File: config.mk
export PLATFORM = sky130hd
export DESIGN_NAME = link_quality_parent_selector_top
export DESIGN_NICKNAME = d
export VERILOG_FILES = /design/src/hdl/lqps_pkg.sv /design/src/hdl/lqps_table.sv /design/src/hdl/lqps_div.sv /design/src/hdl/link_quality_parent_selector_top.sv
export VERILOG_INCLUDE_DIRS = /design/src /design/src/hdl
export SDC_FILE = /design/constraint.sdc
export NUM_CORES = 2
export LEC_CHECK = 0
export BUFFER_PORTS_ARGS = -buffer_cell sky130_fd_sc_hd__clkbuf_2
export CAP_MARGIN = 20
export CORE_AREA = 2 2 496 498
export CTS_CLUSTER_DIAMETER = 50
export DETAILED_ROUTE_END_ITERATION = 8
export DIE_AREA = 0 0 498 500
export SLEW_MARGIN = 10
export SYNTH_ARGS = -nofsm -noshare
export SYNTH_HDL_FRONTEND = slang
export SYNTH_SLANG_ARGS = --single-unit
File: constraint.sdc
create_clock -name i_clk -period 13.6 [get_ports i_clk]
set_input_delay 1.36 -clock i_clk [delete_from_list [all_inputs] [get_ports i_clk]]
set_output_delay 1.36 -clock i_clk [all_outputs]
set_load 0.05 [all_outputs]
File: src/hdl/link_quality_parent_selector_top_macros.svh
// Assertion macros shared by the link quality parent selector RTL.
`ifndef LINK_QUALITY_PARENT_SELECTOR_TOP_MACROS_SVH
`define LINK_QUALITY_PARENT_SELECTOR_TOP_MACROS_SVH
`ifndef ASSERT_OFF
`define LQPS_ASSERT_IMPLIES(label, clk, rst_n, ante, cons) \
    label: assert property (@(posedge clk) disable iff (!rst_n) (ante) |-> (cons)) \
        else $error("assertion failed");
`define LQPS_ASSERT_NEXT(label, clk, rst_n, ante, cons) \
    label: assert property (@(posedge clk) disable iff (!rst_n) (ante) |=> (cons)) \
        else $error("assertion failed");
`else
`define LQPS_ASSERT_IMPLIES(label, clk, rst_n, ante, cons)
`define LQPS_ASSERT_NEXT(label, clk, rst_n, ante, cons)
`endif
`endif

File: src/hdl/lqps_pkg.sv
// Types, constants and codes of the link quality parent selector.
package lqps_pkg;

    localparam int TABLE_ENTRIES_DEF = 32;
    localparam int DIVIDEND_W = 17;
    localparam int DIVISOR_W  = 11;

    localparam logic [1:0] REQ_BEACON  = 2'd0;
    localparam logic [1:0] REQ_TIMEOUT = 2'd1;
    localparam logic [1:0] REQ_QUERY   = 2'd2;
    localparam logic [1:0] REQ_NONE    = 2'd3;

    localparam logic [2:0] CFG_SINK_MODE    = 3'd0;
    localparam logic [2:0] CFG_TIMEOUT      = 3'd1;
    localparam logic [2:0] CFG_DWELL        = 3'd2;
    localparam logic [2:0] CFG_BETTER_PCT   = 3'd3;
    localparam logic [2:0] CFG_MARGIN_PCT   = 3'd4;
    localparam logic [2:0] CFG_MIN_SAMPLES  = 3'd5;
    localparam logic [2:0] CFG_WINS         = 3'd6;

    localparam logic [15:0] NO_METRIC  = 16'hFFFF;
    localparam logic [15:0] GAP_LIMIT  = 16'd1000;
    localparam logic [10:0] SAT_LIMIT  = 11'd1000;
    localparam logic [7:0]  STREAK_MAX = 8'd255;
    localparam logic [6:0]  PCT_SCALE  = 7'd100;

    typedef struct packed {
        logic [1:0]  req_type;
        logic [15:0] sender_addr;
        logic [15:0] beacon_seq;
        logic [15:0] beacon_metric;
        logic [31:0] now_time;
    } t_in;

    typedef struct packed {
        logic [15:0] parent_addr;
        logic [15:0] node_metric;
        logic [15:0] seq_to_forward;
        logic [6:0]  link_percent;
        logic [9:0]  link_samples;
        logic        parent_changed;
        logic        forward_beacon;
        logic        entry_missing;
    } t_out;

    typedef struct packed {
        logic [15:0] addr;
        logic [15:0] prev_seq;
        logic [10:0] received;
        logic [10:0] expected;
        logic [31:0] last_heard;
        logic [7:0]  streak;
    } t_nbr;

    typedef struct packed {
        logic                  done;
        logic [DIVIDEND_W-1:0] quot;
    } t_div_stat;

endpackage

File: src/hdl/lqps_table.sv
// Neighbor table memory with one read port, one write port and valid flags.
module lqps_table
    import lqps_pkg::*;
#(
    parameter int TABLE_ENTRIES = TABLE_ENTRIES_DEF,
    parameter int IDX_W = $clog2(TABLE_ENTRIES)
) (
    input  logic                     i_clk,
    input  logic                     i_rst_n,
    input  logic [IDX_W-1:0]         i_rd_idx,
    output t_nbr                     o_rd_data,
    input  logic                     i_wr_en,
    input  logic [IDX_W-1:0]         i_wr_idx,
    input  t_nbr                     i_wr_data,
    output logic [TABLE_ENTRIES-1:0] o_valid
);

    t_nbr r_mem [TABLE_ENTRIES];
    t_nbr r_rd_data;
    logic [TABLE_ENTRIES-1:0] r_valid;

    always_ff @(posedge i_clk) begin
        if (i_wr_en) begin
            r_mem[i_wr_idx] <= i_wr_data;
        end
        r_rd_data <= r_mem[i_rd_idx];
    end

    // An entry becomes valid on its first write and stays valid.
    always_ff @(posedge i_clk) begin
        if (!i_rst_n) begin
            r_valid <= '0;
        end else if (i_wr_en) begin
            r_valid[i_wr_idx] <= 1'b1;
        end
    end

    assign o_rd_data = r_rd_data;
    assign o_valid   = r_valid;

endmodule

File: src/hdl/lqps_div.sv
// Restoring divider that produces one quotient bit per cycle.
`include "link_quality_parent_selector_top_macros.svh"
module lqps_div
    import lqps_pkg::*;
(
    input  logic                  i_clk,
    input  logic                  i_rst_n,
    input  logic                  i_start,
    input  logic [DIVIDEND_W-1:0] i_dividend,
    input  logic [DIVISOR_W-1:0]  i_divisor,
    output t_div_stat             o_stat
);

    localparam int CNT_W = $clog2(DIVIDEND_W + 1);

    logic                  r_busy;
    logic                  r_done;
    logic [CNT_W-1:0]      r_cnt;
    logic [DIVISOR_W:0]    r_rem;
    logic [DIVIDEND_W-1:0] r_quo;
    logic [DIVISOR_W-1:0]  r_dv;
    logic [DIVISOR_W:0]    w_sh;
    logic                  w_ge;

    assign w_sh = {r_rem[DIVISOR_W-1:0], r_quo[DIVIDEND_W-1]};
    assign w_ge = w_sh >= {1'b0, r_dv};

    always_ff @(posedge i_clk) begin
        if (!i_rst_n) begin
            r_busy <= 1'b0;
            r_done <= 1'b0;
            r_cnt  <= '0;
        end else begin
            r_done <= 1'b0;
            if (i_start) begin
                r_busy <= 1'b1;
                r_cnt  <= '0;
            end else if (r_busy) begin
                r_cnt <= r_cnt + CNT_W'(1);
                if (r_cnt == CNT_W'(DIVIDEND_W - 1)) begin
                    r_busy <= 1'b0;
                    r_done <= 1'b1;
                end
            end
        end
    end

    always_ff @(posedge i_clk) begin
        if (i_start) begin
            r_rem <= '0;
            r_quo <= i_dividend;
            r_dv  <= i_divisor;
        end else if (r_busy) begin
            r_rem <= w_ge ? (w_sh - {1'b0, r_dv}) : w_sh;
            r_quo <= {r_quo[DIVIDEND_W-2:0], w_ge};
        end
    end

    assign o_stat.done = r_done;
    assign o_stat.quot = r_quo;

    `LQPS_ASSERT_IMPLIES(a_no_restart, i_clk, i_rst_n, i_start, !r_busy)

endmodule

File: src/hdl/link_quality_parent_selector_top.sv
// Top level of the link quality parent selector: sequencer, registers, result stage.
//
//  Channel | Direction | Handshake                      | Payload
//  --------+-----------+--------------------------------+-------------
//  in      | input     | i_in_valid / o_in_ready        | i_in_data
//  out     | output    | o_out_valid / i_out_ready      | o_out_data
//  cfg     | input     | i_cfg_we (no wait)             | i_cfg_idx, i_cfg_wdata
//
// A beacon or query transaction goes from acceptance to a valid result through
// a scan of the table through the memory read port, an update state, two
// divisions on the shared divider (start, 17 quotient bits, done), a decision
// state and an output load state. A timeout or unused request goes from
// acceptance straight to the decision and output load states.
// Reset is synchronous and active low; it clears the valid flags of the table
// at once, so no clearing pass is needed. A finished result waits in the
// output register, and the next transaction is accepted while it waits; a
// further result stalls in the sequencer until the output register empties.
`include "link_quality_parent_selector_top_macros.svh"
module link_quality_parent_selector_top
    import lqps_pkg::*;
#(
    parameter int TABLE_ENTRIES = TABLE_ENTRIES_DEF
) (
    input  logic        i_clk,
    input  logic        i_rst_n,
    input  logic        i_in_valid,
    output logic        o_in_ready,
    input  t_in         i_in_data,
    output logic        o_out_valid,
    input  logic        i_out_ready,
    output t_out        o_out_data,
    input  logic        i_cfg_we,
    input  logic [2:0]  i_cfg_idx,
    input  logic [31:0] i_cfg_wdata
);

    localparam int IDX_W = $clog2(TABLE_ENTRIES);
    localparam int CNT_W = $clog2(TABLE_ENTRIES + 1);

    typedef enum logic [3:0] {
        ST_IDLE, ST_SCAN, ST_UPD, ST_C_GO, ST_C_WAIT,
        ST_P_GO, ST_P_WAIT, ST_DECIDE, ST_OUT
    } t_state;

    t_state r_state;

    // Configuration registers.
    logic        r_sink;
    logic [31:0] r_timeout;
    logic [31:0] r_dwell_ticks;
    logic [6:0]  r_better_pct;
    logic [6:0]  r_margin_pct;
    logic [9:0]  r_min_samples;
    logic [7:0]  r_wins;

    // Node state.
    logic [15:0] r_parent;
    logic [15:0] r_hop;
    logic [15:0] r_own_seq;
    logic [31:0] r_dwell_until;
    logic [31:0] r_heard_at;

    // Per-transaction working registers.
    t_in              r_req;
    logic [CNT_W-1:0] r_idx;
    logic             r_chk_v;
    logic [IDX_W-1:0] r_chk_idx;
    logic             r_s_hit;
    logic [IDX_W-1:0] r_s_idx;
    logic             r_p_hit;
    logic [IDX_W-1:0] r_p_idx;
    logic [10:0]      r_p_rec;
    logic [10:0]      r_p_exp;
    logic             r_f_hit;
    logic [IDX_W-1:0] r_f_idx;
    t_nbr             r_ent;
    logic             r_k_ok;
    logic [IDX_W-1:0] r_k_idx;
    logic [DIVIDEND_W-1:0] r_pc;
    logic [DIVIDEND_W-1:0] r_pp;

    // The decided result is held here until the output register is free.
    t_out r_res;
    logic r_out_valid;
    t_out r_out;

    // Table and divider wiring.
    t_nbr                     w_rd_data;
    logic [TABLE_ENTRIES-1:0] w_valid;
    logic                     w_wr_en;
    logic                     w_div_start;
    logic [DIVIDEND_W-1:0]    w_div_dvd;
    logic [DIVISOR_W-1:0]     w_div_dvs;
    t_div_stat                w_div;
    logic                     w_scan_end;
    logic                     w_chk_valid;
    t_nbr                     w_base;
    t_nbr                     w_cnt_ent;
    logic                     w_load;
    logic                     w_div_wait;
    logic                     w_out_chg;

    // Decision results.
    t_nbr        n_ent;
    t_out        n_out;
    logic [15:0] n_parent;
    logic [15:0] n_hop;
    logic [15:0] n_own_seq;
    logic [31:0] n_dwell_until;
    logic [31:0] n_heard_at;
    logic        n_wr;

    // Sequence-gap bookkeeping of one beacon on one table entry.
    function automatic t_nbr f_count(input t_nbr e, input logic [15:0] seq,
                                     input logic [31:0] now);
        t_nbr        r;
        logic [15:0] gap;
        logic [10:0] ex;
        logic [10:0] rc;
        r = e;
        r.last_heard = now;
        gap = seq - e.prev_seq;
        ex = e.expected + gap[10:0];
        rc = e.received + 11'd1;
        if (e.expected == 11'd0 && e.received == 11'd0) begin
            r.prev_seq = seq;
            r.received = 11'd1;
            r.expected = 11'd1;
        end else if (gap != 16'd0) begin
            r.prev_seq = seq;
            if (gap > GAP_LIMIT) begin
                r.received = 11'd1;
                r.expected = 11'd1;
            end else begin
                if (ex > SAT_LIMIT || rc > SAT_LIMIT) begin
                    ex = 11'(({1'b0, ex} + 12'd1) >> 1);
                    rc = 11'(({1'b0, rc} + 12'd1) >> 1);
                    if (ex == 11'd0) begin
                        ex = 11'd1;
                    end
                end
                r.expected = ex;
                r.received = rc;
            end
        end
        return r;
    endfunction

    lqps_table #(
        .TABLE_ENTRIES (TABLE_ENTRIES),
        .IDX_W         (IDX_W)
    ) u_table (
        .i_clk     (i_clk),
        .i_rst_n   (i_rst_n),
        .i_rd_idx  (r_idx[IDX_W-1:0]),
        .o_rd_data (w_rd_data),
        .i_wr_en   (w_wr_en),
        .i_wr_idx  (r_k_idx),
        .i_wr_data (n_ent),
        .o_valid   (w_valid)
    );

    lqps_div u_div (
        .i_clk      (i_clk),
        .i_rst_n    (i_rst_n),
        .i_start    (w_div_start),
        .i_dividend (w_div_dvd),
        .i_divisor  (w_div_dvs),
        .o_stat     (w_div)
    );

    assign o_in_ready  = (r_state == ST_IDLE);
    assign o_out_valid = r_out_valid;
    assign o_out_data  = r_out;

    assign w_scan_end  = !r_chk_v && (r_idx == CNT_W'(TABLE_ENTRIES));
    assign w_chk_valid = w_valid[r_chk_idx];
    assign w_load      = !r_out_valid || i_out_ready;
    assign w_wr_en     = (r_state == ST_DECIDE) && n_wr;
    assign w_div_wait  = (r_state == ST_C_WAIT) || (r_state == ST_P_WAIT);
    assign w_out_chg   = r_out_valid && r_out.parent_changed;

    // A freshly allocated entry starts from zero counts.
    always_comb begin
        w_base = r_ent;
        if (!r_s_hit) begin
            w_base = '0;
            w_base.addr = r_req.sender_addr;
        end
        w_cnt_ent = f_count(w_base, r_req.beacon_seq, r_req.now_time);
    end

    // The divider computes the sender percent first, then the parent percent.
    always_comb begin
        w_div_start = (r_state == ST_C_GO) || (r_state == ST_P_GO);
        if (r_state == ST_P_GO) begin
            w_div_dvd = DIVIDEND_W'(r_p_rec) * DIVIDEND_W'(PCT_SCALE);
            w_div_dvs = (r_p_exp == 11'd0) ? 11'd1 : r_p_exp;
        end else begin
            w_div_dvd = DIVIDEND_W'(r_ent.received) * DIVIDEND_W'(PCT_SCALE);
            w_div_dvs = (r_ent.expected == 11'd0) ? 11'd1 : r_ent.expected;
        end
    end

    // Parent selection and the result of the transaction.
    always_comb begin
        logic [DIVIDEND_W-1:0] pc;
        logic [DIVIDEND_W-1:0] pp;
        logic [10:0]           ec;
        logic [15:0]           cand;
        logic                  none;
        logic                  accept;
        logic                  cond;
        pc = r_k_ok ? r_pc : '0;
        ec = r_k_ok ? r_ent.expected : 11'd0;
        cand = r_req.beacon_metric + 16'd1;
        none = (r_parent == 16'd0);
        pp = (none || !r_p_hit) ? '0 : r_pp;
        accept = 1'b0;
        cond = 1'b0;
        n_ent = r_ent;
        n_parent = r_parent;
        n_hop = r_hop;
        n_own_seq = r_own_seq;
        n_dwell_until = r_dwell_until;
        n_heard_at = r_heard_at;
        n_wr = 1'b0;
        n_out = '0;
        case (r_req.req_type)
            REQ_BEACON: begin
                n_wr = r_k_ok;
                n_out.entry_missing = !r_k_ok;
                if (!r_sink) begin
                    if (!none && r_req.sender_addr == r_parent &&
                        r_req.beacon_metric != NO_METRIC) begin
                        n_hop = cand;
                        n_heard_at = r_req.now_time;
                    end
                    if (r_own_seq < r_req.beacon_seq) begin
                        n_own_seq = r_req.beacon_seq;
                    end
                    if (r_req.beacon_metric != NO_METRIC && r_req.sender_addr != 16'd0) begin
                        if (none) begin
                            accept = ec >= {1'b0, r_min_samples};
                        end else if (cand < n_hop) begin
                            accept = (ec >= {1'b0, r_min_samples}) &&
                                     (pc >= DIVIDEND_W'(r_better_pct));
                        end else if (cand == n_hop && !(r_req.now_time < r_dwell_until) &&
                                     r_k_ok) begin
                            cond = (ec >= {1'b0, r_min_samples}) &&
                                   ({1'b0, pc} >= ({1'b0, pp} + (DIVIDEND_W + 1)'(r_margin_pct)));
                            if (cond) begin
                                if (r_ent.streak < STREAK_MAX) begin
                                    n_ent.streak = r_ent.streak + 8'd1;
                                end
                            end else begin
                                n_ent.streak = 8'd0;
                            end
                            accept = n_ent.streak >= r_wins;
                        end
                        if (accept) begin
                            n_out.parent_changed = (r_parent != r_req.sender_addr);
                            n_parent = r_req.sender_addr;
                            n_hop = cand;
                            n_heard_at = r_req.now_time;
                            n_dwell_until = r_req.now_time + r_dwell_ticks;
                        end
                    end
                    n_out.forward_beacon = (n_hop != NO_METRIC);
                end
                n_out.link_percent = pc[6:0];
                n_out.link_samples = ec[9:0];
            end
            REQ_TIMEOUT: begin
                if (!r_sink && !none && (r_req.now_time - r_heard_at) >= r_timeout) begin
                    n_parent = 16'd0;
                    n_hop = NO_METRIC;
                end
            end
            REQ_QUERY: begin
                n_out.entry_missing = !r_k_ok;
                n_out.link_percent = pc[6:0];
                n_out.link_samples = ec[9:0];
            end
            default: begin
                n_wr = 1'b0;
            end
        endcase
        n_out.parent_addr = n_parent;
        n_out.node_metric = r_sink ? 16'd0 : n_hop;
        n_out.seq_to_forward = n_own_seq;
    end

    // Configuration writes.
    always_ff @(posedge i_clk) begin
        if (!i_rst_n) begin
            r_sink        <= 1'b0;
            r_timeout     <= 32'd5760;
            r_dwell_ticks <= 32'd5760;
            r_better_pct  <= 7'd30;
            r_margin_pct  <= 7'd10;
            r_min_samples <= 10'd3;
            r_wins        <= 8'd2;
        end else if (i_cfg_we) begin
            case (i_cfg_idx)
                CFG_SINK_MODE:   r_sink        <= i_cfg_wdata[0];
                CFG_TIMEOUT:     r_timeout     <= i_cfg_wdata;
                CFG_DWELL:       r_dwell_ticks <= i_cfg_wdata;
                CFG_BETTER_PCT:  r_better_pct  <= i_cfg_wdata[6:0];
                CFG_MARGIN_PCT:  r_margin_pct  <= i_cfg_wdata[6:0];
                CFG_MIN_SAMPLES: r_min_samples <= i_cfg_wdata[9:0];
                CFG_WINS:        r_wins        <= i_cfg_wdata[7:0];
                default:         r_sink        <= r_sink;
            endcase
        end
    end

    // Sequencer, node state and the result register.
    always_ff @(posedge i_clk) begin
        if (!i_rst_n) begin
            r_state       <= ST_IDLE;
            r_parent      <= 16'd0;
            r_hop         <= NO_METRIC;
            r_own_seq     <= 16'd0;
            r_dwell_until <= 32'd0;
            r_heard_at    <= 32'd0;
            r_out_valid   <= 1'b0;
            r_chk_v       <= 1'b0;
            r_idx         <= '0;
        end else begin
            // The output register loads a new result or empties on acceptance.
            if (r_state == ST_OUT && w_load) begin
                r_out_valid <= 1'b1;
            end else if (i_out_ready) begin
                r_out_valid <= 1'b0;
            end
            case (r_state)
                ST_IDLE: begin
                    if (i_in_valid) begin
                        r_req   <= i_in_data;
                        r_idx   <= '0;
                        r_chk_v <= 1'b0;
                        r_s_hit <= 1'b0;
                        r_p_hit <= 1'b0;
                        r_f_hit <= 1'b0;
                        r_k_ok  <= 1'b0;
                        if (i_in_data.req_type == REQ_BEACON ||
                            i_in_data.req_type == REQ_QUERY) begin
                            r_state <= ST_SCAN;
                        end else begin
                            r_state <= ST_DECIDE;
                        end
                    end
                end
                ST_SCAN: begin
                    // Reads run one entry ahead of the compare.
                    r_chk_v   <= r_idx < CNT_W'(TABLE_ENTRIES);
                    r_chk_idx <= r_idx[IDX_W-1:0];
                    if (r_idx < CNT_W'(TABLE_ENTRIES)) begin
                        r_idx <= r_idx + CNT_W'(1);
                    end
                    if (r_chk_v) begin
                        if (w_chk_valid && w_rd_data.addr == r_req.sender_addr && !r_s_hit) begin
                            r_s_hit <= 1'b1;
                            r_s_idx <= r_chk_idx;
                            r_ent   <= w_rd_data;
                        end
                        if (w_chk_valid && w_rd_data.addr == r_parent && !r_p_hit) begin
                            r_p_hit <= 1'b1;
                            r_p_idx <= r_chk_idx;
                            r_p_rec <= w_rd_data.received;
                            r_p_exp <= w_rd_data.expected;
                        end
                        if (!w_chk_valid && !r_f_hit) begin
                            r_f_hit <= 1'b1;
                            r_f_idx <= r_chk_idx;
                        end
                    end
                    if (w_scan_end) begin
                        r_state <= ST_UPD;
                    end
                end
                ST_UPD: begin
                    if (r_req.req_type == REQ_BEACON) begin
                        r_k_ok  <= r_s_hit || r_f_hit;
                        r_k_idx <= r_s_hit ? r_s_idx : r_f_idx;
                        r_ent   <= w_cnt_ent;
                        // When the sender is the parent, the parent percent
                        // sees the counts of this beacon.
                        if (r_s_hit && r_p_hit && r_p_idx == r_s_idx) begin
                            r_p_rec <= w_cnt_ent.received;
                            r_p_exp <= w_cnt_ent.expected;
                        end
                    end else begin
                        r_k_ok  <= r_s_hit;
                        r_k_idx <= r_s_idx;
                    end
                    r_state <= ST_C_GO;
                end
                ST_C_GO: begin
                    r_state <= ST_C_WAIT;
                end
                ST_C_WAIT: begin
                    if (w_div.done) begin
                        r_pc    <= w_div.quot;
                        r_state <= ST_P_GO;
                    end
                end
                ST_P_GO: begin
                    r_state <= ST_P_WAIT;
                end
                ST_P_WAIT: begin
                    if (w_div.done) begin
                        r_pp    <= w_div.quot;
                        r_state <= ST_DECIDE;
                    end
                end
                ST_DECIDE: begin
                    r_ent         <= n_ent;
                    r_parent      <= n_parent;
                    r_hop         <= n_hop;
                    r_own_seq     <= n_own_seq;
                    r_dwell_until <= n_dwell_until;
                    r_heard_at    <= n_heard_at;
                    r_res         <= n_out;
                    r_state       <= ST_OUT;
                end
                ST_OUT: begin
                    if (w_load) begin
                        r_out   <= r_res;
                        r_state <= ST_IDLE;
                    end
                end
                default: begin
                    r_state <= ST_IDLE;
                end
            endcase
        end
    end

    `LQPS_ASSERT_IMPLIES(a_div_done_in_wait, i_clk, i_rst_n, w_div.done, w_div_wait)
    `LQPS_ASSERT_IMPLIES(a_scan_in_range, i_clk, i_rst_n, r_state == ST_SCAN, r_idx <= CNT_W'(TABLE_ENTRIES))
    `LQPS_ASSERT_IMPLIES(a_change_has_parent, i_clk, i_rst_n, w_out_chg, r_out.parent_addr != 16'd0)
    `LQPS_ASSERT_NEXT(a_busy_after_accept, i_clk, i_rst_n, i_in_valid && o_in_ready, r_state != ST_IDLE)

endmodule

==> impl_results.html <==
<table>
<tr><th>Metric</th><th>Value</th></tr>
<tr><th colspan="2">Outcome</th></tr>
<tr><td>Result of the run</td><td>finished, final reports clean</td></tr>
<tr><th colspan="2">Route</th></tr>
<tr><td>Count of routing violations after the opening detailed-route iteration</td><td>just over 7,000</td></tr>
<tr><td>Via-per-instance ratio</td><td>about 6.0</td></tr>
<tr><td>Via count</td><td>~64,000</td></tr>
<tr><td>Routed wire length per instance</td><td>around 28 um</td></tr>
<tr><td>DRT antenna net count</td><td>0</td></tr>
<tr><td>Total wire length after detailed routing</td><td>~300,000 um</td></tr>
<tr><td>Number of search-and-repair iterations in the first detailed-routing pass</td><td>5</td></tr>
<tr><td>DRC Markers</td><td>0</td></tr>
<tr><th colspan="2">Layout</th></tr>
<tr><td>Fraction of final layout cells with drive strength greater than 1</td><td>a little over a fifth</td></tr>
<tr><td>Final Net Count</td><td>7,775</td></tr>
<tr><td>Number of fill cells</td><td>around 19,000</td></tr>
<tr><td>Register cell area after layout</td><td>0.0781 mm^2</td></tr>
<tr><td>Layout overhead on the synthesized area</td><td>13.8%</td></tr>
<tr><td>Multi-input combinational cell area</td><td>roughly 0.034 mm^2</td></tr>
<tr><td>Number of standard cells in the layout, taps in and fillers out</td><td>approximately 11,000</td></tr>
<tr><td>Design Area, Final</td><td>between 0.1 and 0.15 mm^2</td></tr>
<tr><td>Post-Route Utilization</td><td>approximately 53%</td></tr>
<tr><th colspan="2">Timing</th></tr>
<tr><td>Setup Viol. Count Final</td><td>0</td></tr>
<tr><td>Actual slew at the worst max-slew pin</td><td>about 1200 ps</td></tr>
<tr><td>Post-layout min period</td><td>just under 10,000 ps</td></tr>
<tr><td>Post-route setup TNS</td><td>0 ps</td></tr>
<tr><td>Maximum clock rate</td><td>between 100 and 150 MHz</td></tr>
<tr><td>Minimum setup slack in the final design</td><td>around 3800 ps</td></tr>
<tr><td>Final period util</td><td>72.1%</td></tr>
<tr><td>Setup repair after global routing missed its margin</td><td>false</td></tr>
<tr><td>Max Transition Viols Final</td><td>0</td></tr>
<tr><td>Final number of hold-violating endpoints</td><td>0</td></tr>
<tr><td>Setup skew after layout</td><td>53.5 ps</td></tr>
<tr><td>Max transition margin</td><td>between 20 and 25%</td></tr>
<tr><th colspan="2">Critical path</th></tr>
<tr><td>Startpoint types</td><td>flop</td></tr>
<tr><td>Kind of end point of the critical path</td><td>flop</td></tr>
<tr><td>Category of the critical setup timing path</td><td>reg2reg</td></tr>
<tr><td>Largest fanout of any net on the critical path</td><td>29</td></tr>
<tr><td>Arrival time reported for the critical path endpoint</td><td>around 11,000 ps</td></tr>
<tr><td>Critical-path cell with the highest stage delay</td><td>nand2_1</td></tr>
<tr><td>Stage delay of the slowest cell on the critical path</td><td>between 800 and 900 ps</td></tr>
<tr><td>Most common cell type on the critical path</td><td>nand2_1</td></tr>
<tr><td>Required time at the worst-slack endpoint</td><td>around 14,000 ps</td></tr>
<tr><th colspan="2">Clock tree</th></tr>
<tr><td>Clock sink total</td><td>2,710</td></tr>
<tr><td>CTS tree</td><td>built</td></tr>
<tr><td>Total clock buffers created by CTS</td><td>between 300 and 400</td></tr>
<tr><td>Clock root buffer</td><td>clkbuf_16</td></tr>
<tr><td>Number of buffers on the longest clock path</td><td>4</td></tr>
<tr><td>Post-cts sizing count</td><td>0</td></tr>
<tr><td>CTS H-tree lvls</td><td>5</td></tr>
<tr><td>Hold-fix buffer count after cts</td><td>0</td></tr>
<tr><td>CTS clk-pin slew, worst paths</td><td>60 ps</td></tr>
<tr><td>Post-CTS setup buffers</td><td>0</td></tr>
<tr><td>Clock insertion delay at the later pin of the skew report</td><td>~970 ps</td></tr>
<tr><th colspan="2">Floorplan</th></tr>
<tr><td>Core area</td><td>0.244 mm^2</td></tr>
<tr><td>Die footprint</td><td>between 0.2 and 0.25 mm^2</td></tr>
<tr><td>IO Pins</td><td>192</td></tr>
<tr><td>Die Wd</td><td>498 um</td></tr>
<tr><td>Row Count</td><td>182</td></tr>
<tr><td>Chip height</td><td>~500 um</td></tr>
<tr><td>Initial Util</td><td>between 40% and 50%</td></tr>
<tr><th colspan="2">Global routing</th></tr>
<tr><td>GR met3 Demand/Resource</td><td>around 3.7%</td></tr>
<tr><td>GR Layer Usage met1</td><td>about 35%</td></tr>
<tr><td>Congestion Overflow GR</td><td>0</td></tr>
<tr><td>Met2 capacity usage during global routing</td><td>between 30 and 40%</td></tr>
<tr><td>Largest net degree at the start of global routing</td><td>about 120</td></tr>
<tr><td>Overall track demand over capacity in global routing</td><td>between 20 and 25%</td></tr>
<tr><td>Most Crowded Layer GR</td><td>met2</td></tr>
<tr><td>Antenna violations before repair</td><td>16</td></tr>
<tr><td>Global-route wire length before repair</td><td>between 400,000 and 500,000 um</td></tr>
<tr><td>Via count of the first global-routing pass</td><td>~64,000</td></tr>
<tr><th colspan="2">Synthesis</th></tr>
<tr><td>Share of synthesized cell area in and, or, nand and nor gates</td><td>roughly 6%</td></tr>
<tr><td>Mux contribution to synthesized area</td><td>a little over an eighth</td></tr>
<tr><td>Number of distinct library cell variants in the gate-level netlist after synthesis</td><td>slightly below 90</td></tr>
<tr><td>Synthesized-area fraction occupied by xor and xnor cells</td><td>1.50%</td></tr>
<tr><td>Number of enable-type register cells in the synthesized netlist</td><td>2,377</td></tr>
<tr><td>Primary FF master, synth</td><td>edfxtp_1</td></tr>
<tr><td>Cell area after synthesis</td><td>0.114 mm^2</td></tr>
<tr><td>Async set or reset register ratio after synthesis</td><td>0%</td></tr>
<tr><td>Dominant combinational cell family by area after synthesis</td><td>multiplexers</td></tr>
<tr><td>Syn_area_per_cell</td><td>around 16 um^2</td></tr>
<tr><td>Synth Area in Compound Gates</td><td>under 10%</td></tr>
<tr><td>Number of warnings issued by yosys</td><td>0</td></tr>
<tr><td>Number of standard cells after synthesis</td><td>6,941</td></tr>
<tr><td>Number of synthesized register bits</td><td>2,710</td></tr>
<tr><td>Register area share after synthesis</td><td>between 60% and 70%</td></tr>
<tr><td>Post-Syn Nets</td><td>7,403</td></tr>
<tr><td>Adder-Cell Fraction of Synth Area</td><td>slightly below 4%</td></tr>
<tr><th colspan="2">Placed design</th></tr>
<tr><td>Total of buffers placed on input and output ports</td><td>about 190</td></tr>
<tr><td>Final RePlAce weighted congestion</td><td>0.873</td></tr>
<tr><td>DP HPWL</td><td>about 180,000 um</td></tr>
<tr><td>Worst slack at placement</td><td>3800 ps</td></tr>
<tr><td>Placed insts</td><td>about 10,000</td></tr>
<tr><td>Post-detailed-placement cell area</td><td>between 0.1 and 0.15 mm^2</td></tr>
<tr><th colspan="2">Pwr</th></tr>
<tr><td>Static Leakage</td><td>about 0.043 uW</td></tr>
<tr><td>Worst IR Drop VDD</td><td>between 100 and 150 uV</td></tr>
<tr><td>Power density cells</td><td>163 mW/mm^2</td></tr>
<tr><th colspan="2">Flow run</th></tr>
<tr><td>Max-cap violations</td><td>0</td></tr>
<tr><th colspan="2">Min path</th></tr>
<tr><td>Worst min path class</td><td>reg2reg</td></tr>
</table>
[critical path: cells and delay by family (launching register included)]
| family | cells | cell delay [ps] |
|---|---|---|
| flops | 1 | 360 |
| buf+inv | 2 | 270 |
| xor+xnor | 1 | 130 |
| fa+ha+maj | 3 | 850 |
| compound gates | 15 | 3960 |
| simple gates | 15 | 4080 |
[layout make-up]
type | count | share of cell area [%]
Sequential cell | 2710 | 60.2
Multi-Input combinational cell | 3634 | 26.2
Inverter | 288 | 0.839
Clock buffer | 407 | 6.67
Tap cell | 3220 | 3.10
Timing Repair Buffer | 363 | 1.98
Antenna cell | 7 | 0.0135
Clock inverter | 150 | 1.00
[synthesized netlist by cell type, drive strengths merged (32+ instances only)]
cell	n	area share, %
nand4	47	0.26
xnor2	108	0.83
mux2i	37	0.32
nand2	718	2.4
a22o	66	0.51
o211ai	35	0.23
a21o	69	0.45
mux4	630	12
o21a	39	0.26
clkbuf	227	0.75
and2	59	0.32
nand2b	44	0.24
and3	33	0.18
nor4	37	0.20
o21ai	133	0.58
dfxtp	333	5.8
nand3	109	0.48
inv	288	0.95
buf	82	0.32
a21oi	303	1.3
a211oi	43	0.29
nor3	57	0.26
nor2b	46	0.25
ha	322	3.5
mux2	32	0.32
edfxtp	2377	63
nor2	293	0.97
xor2	87	0.67
[power by group]
part | switching (uW) | total (uW) | internal [uW]
Sequential | 283 | 9690 | 9410
Combinational | 1870 | 3340 | 1470
Clock | 3330 | 8130 | 4800
Total | 5480 | 21200 | 15700
[layer usage]
| metal | up-vias | wire length (um) |
|---|---|---|
| met4 | 2 | 7760 |
| met1 | 33500 | 130000 |
| met5 | - | 11 |
| li1 | 27900 | - |
| met3 | 442 | 21900 |
| met2 | 2576 | 145000 |
[per-stage QoR]
stage | power [uW] | hold WS [ps]
after floorplan | 12200 | 400
after global placement | 13100 | 403
after detailed placement | 13200 | 405
after CTS | 21300 | 416
after global routing | 22000 | 425
final | 21200 | 418
[cells by family after synthesis]
kind of cell | after synthesis
fa+ha+maj | 340
compound gates | 879
buf+inv | 597
xor+xnor | 195
simple gates | 1521
flops | 2710
mux | 699
[layout by cell type (no fill, tap or decap), types with 37 or more instances in the layout]
| cell type | count |
|---|---|
| ha_1 | 322 |
| nand3_1 | 109 |
| edfxtp_1 | 2377 |
| buf_4 | 150 |
| o21ai_0 | 124 |
| nand2b_1 | 44 |
| clkinv_1 | 43 |
| nor3_1 | 54 |
| nor2_1 | 252 |
| mux2i_1 | 37 |
| clkbuf_16 | 326 |
| clkbuf_2 | 191 |
| xor2_1 | 87 |
| inv_1 | 285 |
| dfxtp_1 | 328 |
| a21o_1 | 69 |
| nand4_1 | 47 |
| clkbuf_1 | 62 |
| a22o_1 | 66 |
| xnor2_1 | 108 |
| mux4_2 | 630 |
| a21oi_1 | 297 |
| a211oi_1 | 40 |
| o21a_1 | 39 |
| and2_1 | 59 |
| nor2b_1 | 45 |
| nand2_1 | 717 |
[state kept, by name, indices dropped and copies added, names as in the netlist, 16 cells and up]
register and flops:
r_parent 16, u_div.r_quo 17, r_heard_at 32, r_dwell_ticks 32, r_res 68, o_out_data 68, r_hop 16, u_table.o_rd_data 62
u_table.r_mem 1984, r_timeout 32, r_dwell_until 32, n_ent 54, r_own_seq 16, r_pc 17, r_req 82, u_table.o_valid 32
r_pp 17
[final timing paths]
check / slack [ps] / start / depth (start not counted) / endpoint
setup reg to reg: 3790 / r_parent[2] / 36 / r_parent[7]
hold / removal: 420 / r_res[5] / 0 / o_out_data[5]
hold reg to reg: 420 / r_res[5] / 0 / o_out_data[5]
setup / recovery: 3790 / r_parent[2] / 36 / r_parent[7]
No activity file was read; power rests on OpenSTA's default activity.
